===== src/hdl/wgm_pkg.sv =====
package wgm_pkg;

    localparam int PAT_BYTES = 16;
    localparam int LEN_W     = 5;
    localparam int REG_W     = 64;
    localparam int CFG_IDX_W = 2;

    localparam logic [7:0] ANY_ONE = 8'h3F;
    localparam logic [7:0] ANY_RUN = 8'h2A;

    typedef enum logic [CFG_IDX_W-1:0] {
        REG_PAT_LOW  = 2'd0,
        REG_PAT_HIGH = 2'd1,
        REG_PAT_LEN  = 2'd2,
        REG_CASE     = 2'd3
    } cfg_reg_t;

    typedef struct packed {
        logic [PAT_BYTES-1:0][7:0] pattern;
        logic [LEN_W-1:0]          length;
        logic                      fold;
    } cfg_t;

    // lower-case 'A'..'Z' when enabled
    function automatic logic [7:0] fold_byte(input logic [7:0] c, input logic en);
        logic [7:0] r;
        r = c;
        if (en && (c >= 8'h41) && (c <= 8'h5A))
        begin
            r = c + 8'h20;
        end
        return r;
    endfunction

endpackage


===== src/hdl/wgm_config.sv =====
module wgm_config (
    input  logic                            clk,
    input  logic                            rst_n,
    input  logic                            cfg_we,
    input  logic [wgm_pkg::CFG_IDX_W-1:0]   cfg_index,
    input  logic [wgm_pkg::REG_W-1:0]       cfg_data,
    output wgm_pkg::cfg_t                   cfg
);

    logic [wgm_pkg::REG_W-1:0] pat_low_reg, pat_low_next;
    logic [wgm_pkg::REG_W-1:0] pat_high_reg, pat_high_next;
    logic [wgm_pkg::LEN_W-1:0] len_reg, len_next;
    logic                      fold_reg, fold_next;

    always_comb
    begin
        pat_low_next  = pat_low_reg;
        pat_high_next = pat_high_reg;
        len_next      = len_reg;
        fold_next     = fold_reg;
        if (cfg_we)
        begin
            unique case (wgm_pkg::cfg_reg_t'(cfg_index))
                wgm_pkg::REG_PAT_LOW:  pat_low_next  = cfg_data;
                wgm_pkg::REG_PAT_HIGH: pat_high_next = cfg_data;
                wgm_pkg::REG_PAT_LEN:  len_next      = cfg_data[wgm_pkg::LEN_W-1:0];
                wgm_pkg::REG_CASE:     fold_next     = cfg_data[0];
                default:               fold_next     = fold_reg;
            endcase
        end
    end

    always_ff @(posedge clk or negedge rst_n)
    begin
        if (!rst_n)
        begin
            pat_low_reg  <= '0;
            pat_high_reg <= '0;
            len_reg      <= '0;
            fold_reg     <= 1'b0;
        end
        else
        begin
            pat_low_reg  <= pat_low_next;
            pat_high_reg <= pat_high_next;
            len_reg      <= len_next;
            fold_reg     <= fold_next;
        end
    end

    assign cfg.pattern = {pat_high_reg, pat_low_reg};
    assign cfg.length  = len_reg;
    assign cfg.fold    = fold_reg;

endmodule


===== src/hdl/wgm_closure.sv =====
module wgm_closure #(
    parameter int N = 17
) (
    input  logic [N-1:0] active,
    input  logic [N-1:0] star,
    input  logic [N-1:0] keep,
    output logic [N-1:0] closed
);

    assign closed[0] = active[0] & keep[0];

    // ripple: an active star position also enables the next one
    for (genvar i = 1; i < N; i++)
    begin : g_chain
        assign closed[i] = (active[i] | (closed[i-1] & star[i-1])) & keep[i];
    end

endmodule


===== src/hdl/wgm_step.sv =====
module wgm_step #(
    parameter int MAX_PATTERN_LEN = 16
) (
    input  wgm_pkg::cfg_t              cfg,
    input  logic [MAX_PATTERN_LEN:0]   state,
    input  logic [7:0]                 text_byte,
    input  logic                       end_of_text,
    output logic [MAX_PATTERN_LEN:0]   state_next,
    output logic                       matched
);

    localparam int NPOS = MAX_PATTERN_LEN + 1;
    localparam int CAP  = (MAX_PATTERN_LEN < wgm_pkg::PAT_BYTES) ?
                          MAX_PATTERN_LEN : wgm_pkg::PAT_BYTES;

    logic [wgm_pkg::LEN_W-1:0] len_used;
    logic [6:0]                len7;
    logic [7:0]                text_f;
    logic [NPOS-1:0]           keep;
    logic [NPOS-1:0]           star;
    logic [NPOS-1:0]           hit;
    logic [NPOS-1:0]           at_len;
    logic [NPOS-1:0]           closed;
    logic [NPOS-1:0]           raw;
    logic [NPOS-1:0]           raw_closed;

    assign len_used = (cfg.length > wgm_pkg::LEN_W'(CAP)) ?
                      wgm_pkg::LEN_W'(CAP) : cfg.length;
    assign len7     = {2'b00, len_used};
    assign text_f   = wgm_pkg::fold_byte(text_byte, cfg.fold);

    for (genvar i = 0; i < NPOS; i++)
    begin : g_pos
        localparam logic [6:0] IDX = 7'(i);
        logic [7:0] pbyte;
        logic       in_pat;

        if (i < wgm_pkg::PAT_BYTES)
        begin : g_byte
            assign pbyte = cfg.pattern[i];
        end
        else
        begin : g_zero
            assign pbyte = 8'h00;
        end

        assign in_pat    = IDX < len7;
        assign keep[i]   = IDX <= len7;
        assign at_len[i] = IDX == len7;
        assign star[i]   = in_pat && (pbyte == wgm_pkg::ANY_RUN);
        assign hit[i]    = in_pat && (pbyte != wgm_pkg::ANY_RUN) &&
                           ((pbyte == wgm_pkg::ANY_ONE) ||
                            (wgm_pkg::fold_byte(pbyte, cfg.fold) == text_f));

        if (i == 0)
        begin : g_first
            assign raw[i] = closed[i] & star[i];
        end
        else
        begin : g_rest
            assign raw[i] = (closed[i] & star[i]) | (closed[i-1] & hit[i-1]);
        end
    end

    wgm_closure #(.N(NPOS)) u_close_in (
        .active (state),
        .star   (star),
        .keep   (keep),
        .closed (closed)
    );

    wgm_closure #(.N(NPOS)) u_close_out (
        .active (raw),
        .star   (star),
        .keep   (keep),
        .closed (raw_closed)
    );

    assign matched    = |(closed & at_len);
    assign state_next = end_of_text ? NPOS'(1) : raw_closed;

endmodule


===== src/hdl/wildcard_glob_matcher.sv =====
// A word is registered in the input register; for end words only, the result is then
// captured in the output register. One word per cycle is taken unless input stalls.
// The position vector is updated by one bit-parallel step with two star-closure
// ripples over MAX_PATTERN_LEN+1 positions; input stalls only when an end word
// waits behind an unread result. Reset clears the pattern registers, length and
// case fold, and leaves only position zero active.
module wildcard_glob_matcher #(
    parameter int MAX_PATTERN_LEN = 16
) (
    input  logic                            clk,
    input  logic                            rst_n,
    input  logic                            s_axis_tvalid,
    output logic                            s_axis_tready,
    input  logic [7:0]                      s_axis_tdata,   // [7:0] text_byte
    input  logic                            s_axis_tlast,
    output logic                            m_axis_tvalid,
    input  logic                            m_axis_tready,
    output logic [7:0]                      m_axis_tdata,   // [0] matched, [7:1] zero
    input  logic                            cfg_we,
    input  logic [wgm_pkg::CFG_IDX_W-1:0]   cfg_index,
    input  logic [wgm_pkg::REG_W-1:0]       cfg_data
);

    localparam int NPOS = MAX_PATTERN_LEN + 1;

    wgm_pkg::cfg_t   cfg;
    logic            in_valid_reg;
    logic [7:0]      in_byte_reg;
    logic            in_last_reg;
    logic [NPOS-1:0] state_reg, state_next;
    logic            out_valid_reg;
    logic            out_match_reg;
    logic            step_match;
    logic            step_fire;
    logic            s_fire;

    wgm_config u_config (
        .clk       (clk),
        .rst_n     (rst_n),
        .cfg_we    (cfg_we),
        .cfg_index (cfg_index),
        .cfg_data  (cfg_data),
        .cfg       (cfg)
    );

    wgm_step #(.MAX_PATTERN_LEN(MAX_PATTERN_LEN)) u_step (
        .cfg         (cfg),
        .state       (state_reg),
        .text_byte   (in_byte_reg),
        .end_of_text (in_last_reg),
        .state_next  (state_next),
        .matched     (step_match)
    );

    // hold an end word while the result register is full and unread
    assign step_fire     = in_valid_reg && (!in_last_reg || !out_valid_reg || m_axis_tready);
    assign s_axis_tready = !in_valid_reg || step_fire;
    assign s_fire        = s_axis_tvalid && s_axis_tready;

    always_ff @(posedge clk or negedge rst_n)
    begin
        if (!rst_n)
        begin
            in_valid_reg  <= 1'b0;
            state_reg     <= NPOS'(1);
            out_valid_reg <= 1'b0;
        end
        else
        begin
            if (s_axis_tready)
            begin
                in_valid_reg <= s_axis_tvalid;
            end
            if (step_fire)
            begin
                state_reg <= state_next;
            end
            if (step_fire && in_last_reg)
            begin
                out_valid_reg <= 1'b1;
            end
            else if (m_axis_tready)
            begin
                out_valid_reg <= 1'b0;
            end
        end
    end

    always_ff @(posedge clk)
    begin
        if (s_fire)
        begin
            in_byte_reg <= s_axis_tdata;
            in_last_reg <= s_axis_tlast;
        end
        if (step_fire && in_last_reg)
        begin
            out_match_reg <= step_match;
        end
    end

    assign m_axis_tvalid = out_valid_reg;
    assign m_axis_tdata  = {7'b0000000, out_match_reg};

    a_restart_after_end: assert property (@(posedge clk) disable iff (!rst_n)
        (step_fire && in_last_reg) |=> (state_reg == NPOS'(1)))
        else $error("position vector not restarted after end word");

    a_result_from_end: assert property (@(posedge clk) disable iff (!rst_n)
        $rose(out_valid_reg) |-> $past(step_fire && in_last_reg))
        else $error("result raised without an end word");

    a_stall_cause: assert property (@(posedge clk) disable iff (!rst_n)
        !s_axis_tready |-> (in_valid_reg && in_last_reg && out_valid_reg && !m_axis_tready))
        else $error("input stalled without a blocked end word");

endmodule

===== config.mk =====
export PLATFORM = sky130hd
export DESIGN_NAME = wildcard_glob_matcher
export DESIGN_NICKNAME = d
export VERILOG_FILES = /design/src/hdl/wgm_pkg.sv /design/src/hdl/wgm_config.sv /design/src/hdl/wgm_closure.sv /design/src/hdl/wgm_step.sv /design/src/hdl/wildcard_glob_matcher.sv
export SDC_FILE = /design/constraint.sdc
export NUM_CORES = 1
export LEC_CHECK = 0
export BUFFER_PORTS_ARGS = -buffer_cell sky130_fd_sc_hd__buf_2
export CORE_UTILIZATION = 45
export CTS_CLUSTER_DIAMETER = 120
export DETAILED_ROUTE_END_ITERATION = 10
export HOLD_SLACK_MARGIN = 0.12
export SKIP_CTS_REPAIR_TIMING = 1
export SLEW_MARGIN = 30
export SYNTH_ARGS = -nofsm -noshare
export SYNTH_HDL_FRONTEND = slang
export SYNTH_HIERARCHICAL = 1
export SYNTH_SLANG_ARGS = --single-unit
export TNS_END_PERCENT = 1

===== constraint.sdc =====
create_clock -name clk -period 5.9 [get_ports clk]
set_clock_uncertainty 0.1 [all_clocks]
set_input_delay 0.59 -clock clk [delete_from_list [all_inputs] [get_ports clk]]
set_output_delay 0.59 -clock clk [all_outputs]
set_load 0.01 [all_outputs]

==> results of run 1 <==
through the flow:
stage	util	cells	setup slack [ns]	hold slack (ns)	instance area (sq um)
after global placement	0.475	1574	0.748	0.427	12300
after global routing	0.498	1607	0.0788	0.210	12900
after detailed placement	0.475	1574	0.559	0.432	12300
after floorplan	-	1199	1.22	0.194	11900
after CTS	0.498	1606	0.498	0.0694	12900
final	0.498	1608	0.594	0.225	12900
worst max-delay path: cells and delay by family, from the launching register on:
kind | cells | cell delay (ns)
buf+inv | 1 | 0.24
compound gates | 10 | 2.60
flops | 1 | 0.47
simple gates | 11 | 1.76
per-layer routing:
| metal | vias up | track usage | wire length [microns] |
|---|---|---|---|
| met3 | 38 | 0.0455 | 1700 |
| met5 | - | 0 | 0 |
| met1 | 4727 | 0.361 | 15400 |
| met2 | 257 | 0.366 | 14100 |
| met4 | 0 | 0.0715 | 556 |
| li1 | 4465 | - | - |
path summary, 6_finish.rpt:
| path | slack [ns] | startpoint | to | cells after the start |
|---|---|---|---|---|
| setup reg to reg | 0.59 | u_config/len_reg[3] | state_reg[16] | 22 |
| hold / removal | 0.22 | s_axis_tdata[6] | in_byte_reg[6] | 1 |
| setup / recovery | 0.59 | u_config/len_reg[3] | state_reg[16] | 22 |
| min in group asynchronous | 0.59 | rst_n | u_config/pat_high_reg[30] | 2 |
| max in group asynchronous | 4.08 | rst_n | in_valid_reg | 3 |
| hold reg to reg | 0.44 | state_reg[5] | state_reg[5] | 2 |
where the power goes:
part	total, W	switching, W	internal [W]
clock network	0.00114	0.000537	0.000602
logic	0.000954	0.000460	0.000494
registers	0.00161	0.000303	0.00131
total	0.00370	0.00130	0.00240
area by class of cell:
cell class / count / area share
Timing Repair Buffer: 103 / 0.0448
Multi-Input combinational cell: 931 / 0.545
Sequential cell: 163 / 0.319
Clock inverter: 15 / 0.0127
Tap cell: 335 / 0.0324
Antenna cell: 1 / 0.000193
Clock buffer: 17 / 0.0329
Inverter: 43 / 0.0125
==> impl_metrics.toml, run 1 <==
[clocking]
root_buffer = "clkbuf_16"
clk_latency_ns = 0.43
clock-sinks = 163
clk_pin_slew_ns = 0.08
htreeDepth = 4
cts_buffers = 17
cts_tree = "done"
clock_path_buffers = 2

[power]
ir_drop_mv = 0.198
leakagePower_nw = 5.35
p_per_area_mw_per_mm2 = 286
power_w = 0.00370

[timing]
setup-violations-final = 0
min_period_over_period = 0.899
fmax_mhz = 188
maxSlewHeadroom = 0.347
finalMaxSlewViolations = 0
final.setup.tns_ns = 0
worst_pin_slew_ns = 0.980
rsz0062_at_grt = "false"
period_needed_ns = 5.31
hold_viol = 0

[worst_hold_path]
hold_class = "in -> reg"

[setup_path]
crit_path_top_delay_cell = "dfrtp_2"
path_common_cell = "nor2_1"
cp_data_arrival_time_ns = 5.54
path_max_fanout = 11
crit_type = "reg -> reg"
endpoint_kind = "flop"
worstSetupStartpointType = "flop"
slowest_delay_ns = 0.47
cp_data_required_time_ns = 6.14
path_cells = "nor2_1, inv_1, or3_1, nor2_1, nor2_1, a31oi_2, a211oi_4, a22oi_2, o41ai_4, nand2_1, nor4_1, nand2_1, o41ai_1, and3_1, o21ai_0, o21ba_2, o22ai_1, nor2_1, o31ai_2, nor2b_1, nand2_1, o211ai_1"

[final_layout]
fillCellCount = 2422
drive_above_1_share = 0.249
multi_input_area_sq_mm = 0.00706
seq_area_sq_mm = 0.00413
syn2layout_area_growth_pct = 9.16
final_cell_mix = "150 x dfrtp_1, 90 x nand2_1, 81 x buf_2, 71 x nor2_1, 70 x mux2_4"
num-nets-final = 1356
final_common_cell = "dfrtp_1"

[synth]
syn-mean-instance-area_sq_um = 9.97
syn_inst = 1190
ys_warn_count = 6
syn_area_sq_mm = 0.0119

[die]
placeableCoreArea_sq_mm = 0.0260
num_rows = 59
initial_core_util = 0.457
io_pins = 90
dieArea_sq_mm = 0.0270
dieHeight_microns = 164
die_x_microns = 164

[placed_design]
place.gp.congestion = 1.00
dpl.hpwl_microns = 22900
port_buffers = 82

[global_route]
grt_max_degree = 68
grt_pass1_wl_microns = 51000
grt_pass1_vias = 8988
grt_overflow = 0
antenna_found_initial = 1
track_usage = 0.246

[drt]
vias = 9487
ant_nets = 0
drc = 0
dr.pass1.iters = 6
wl_per_cell_microns = 19.8
routed_via_density = 5.90
wl_microns = 31800
dr.first_iter.drc_count = 634

[run_status]
outcome = "complete, no violations"

[run]
cap_viol_max_count = 0
(Power assumes the default switching activity.)
==> run 2: changes to the inputs <==
MAX_ROUTING_LAYER = met4   (was default)
==> run 2 against run 1 <==
Compared with the run above: combinational power up 0.4%; non-clock buffer count up 2; first-iteration DRC count up 13%; clock-buffer cell count is 2 higher; global-route usage increased by 1.0 points; largest power group unchanged.
==> impl_metrics.toml, run 2 (synthesis results as in run 1) <==
[run_status]
outcome = "complete, no violations"

[timing]
rsz0062_at_grt = "false"
hold_viol = 0
worst_pin_slew_ns = 0.911
period_needed_ns = 5.28
final.setup.tns_ns = 0
fmax_mhz = 189
maxSlewHeadroom = 0.385
whs_ns = 0.229
min_period_over_period = 0.896
fin_ws_ns = 0.616
finalMaxSlewViolations = 0
setup-violations-final = 0

[clocking]
clk_latency_ns = 0.44
cts_tree = "done"
cts_buffers = 17
htreeDepth = 4
clock-sinks = 163
clock_path_buffers = 2
clk_pin_slew_ns = 0.07
root_buffer = "clkbuf_16"

[drt]
dr.pass1.iters = 7
ant_nets = 0
routed_via_density = 5.83
dr.first_iter.drc_count = 714
drc = 0
wl_microns = 31800
wl_per_cell_microns = 19.8
vias = 9373

[die]
dieArea_sq_mm = 0.0270
dieHeight_microns = 164
placeableCoreArea_sq_mm = 0.0260
num_rows = 59
io_pins = 90
die_x_microns = 164
initial_core_util = 0.457

[power]
ir_drop_mv = 0.157
p_per_area_mw_per_mm2 = 281
leakagePower_nw = 5.35

[final_layout]
syn2layout_area_growth_pct = 9.00
num-nets-final = 1358
final_cell_mix = "150 x dfrtp_1, 90 x nand2_1, 81 x buf_2, 71 x nor2_1, 70 x mux2_4"
final_common_cell = "dfrtp_1"
antennaDiodeCount = 0
fin_util = 0.498
drive_above_1_share = 0.248
design_area_sq_mm = 0.0129
fillCellCount = 2469

[setup_path]
slowest_delay_ns = 0.47
path_common_cell = "nor2_1"
cp_data_arrival_time_ns = 5.54
cp_data_required_time_ns = 6.15
path_cells = "nor2_1, inv_1, or3_1, nor2_1, nor2_1, a31oi_2, a211oi_4, a22oi_2, o41ai_4, nand2_1, nor4_1, nand2_1, o41ai_2, and3_1, o21ai_0, o21ba_2, o22ai_1, nor2_1, o31ai_2, nor2b_1, nand2_1, o211ai_1"
crit_path_top_delay_cell = "dfrtp_2"
worstSetupStartpointType = "flop"
endpoint_kind = "flop"
path_max_fanout = 11
crit_type = "reg -> reg"

[global_route]
grt_max_degree = 69
grt_pass1_vias = 9005
grt_pass1_wl_microns = 51600
antenna_found_initial = 0
grt_overflow = 0
track_usage = 0.256

[worst_hold_path]
hold_class = "in -> reg"

[placed_design]
port_buffers = 82
dpl.hpwl_microns = 23200
place.gp.congestion = 1.03
detailed_place.area_sq_mm = 0.0124
pre_cts_ws_ns = 0.445

[run]
cap_viol_max_count = 0
[run 2: path summary, 6_finish.rpt]
kind,from,to,slack [ns],depth (start not counted)
worst min register to register,state_reg[5],state_reg[5],0.44,2
worst max register to register,u_config/len_reg[3],state_reg[16],0.62,22
worst min-delay path,s_axis_tdata[5],in_byte_reg[5],0.23,1
max in group asynchronous,rst_n,u_config/len_reg[3],4.14,3
min in group asynchronous,rst_n,u_config/pat_high_reg[30],0.55,2
worst max-delay path,u_config/len_reg[3],state_reg[16],0.62,22
[run 2: per-layer routing]
metal  up-vias  global-route usage  routed length (microns)
li1       4472                   -                        -
met1      4652               0.367                    15700
met2       224               0.372                    14100
met3        25              0.0409                     1540
met4         0              0.0694                      456
met5         -                   -                        0
[run 2: final cells by class]
class	instances	area, sq um	share of cell area
clock buffer	19	433	0.0335
clock inverter	13	110	0.00852
timing repair buffer	105	603	0.0466
tap	335	419	0.0324
sequential	163	4130	0.320
multi-input combinational	931	7070	0.547
inverter	43	161	0.0125
[run 2: through the flow]
step	cells	total power, W
detailed placement	1576	0.00258
finish	1609	0.00363
CTS	1608	0.00366
global placement	1575	0.00255
floorplan	1199	0.00230
global route	1609	0.00385
[run 2: worst max-delay path, delay by kind of cell (launching register included)]
kind,cells,cell delay [ns]
DFF,1,0.47
AOI/OAI and AO/OA,10,2.55
and+or+nand+nor,11,1.83
buffers and inverters,1,0.25
[run 2: report_power, final]
group          total, W  internal [W]  switching [W]
Clock           0.00106      0.000579       0.000486
Sequential      0.00161       0.00131       0.000302
Combinational  0.000958      0.000496       0.000462
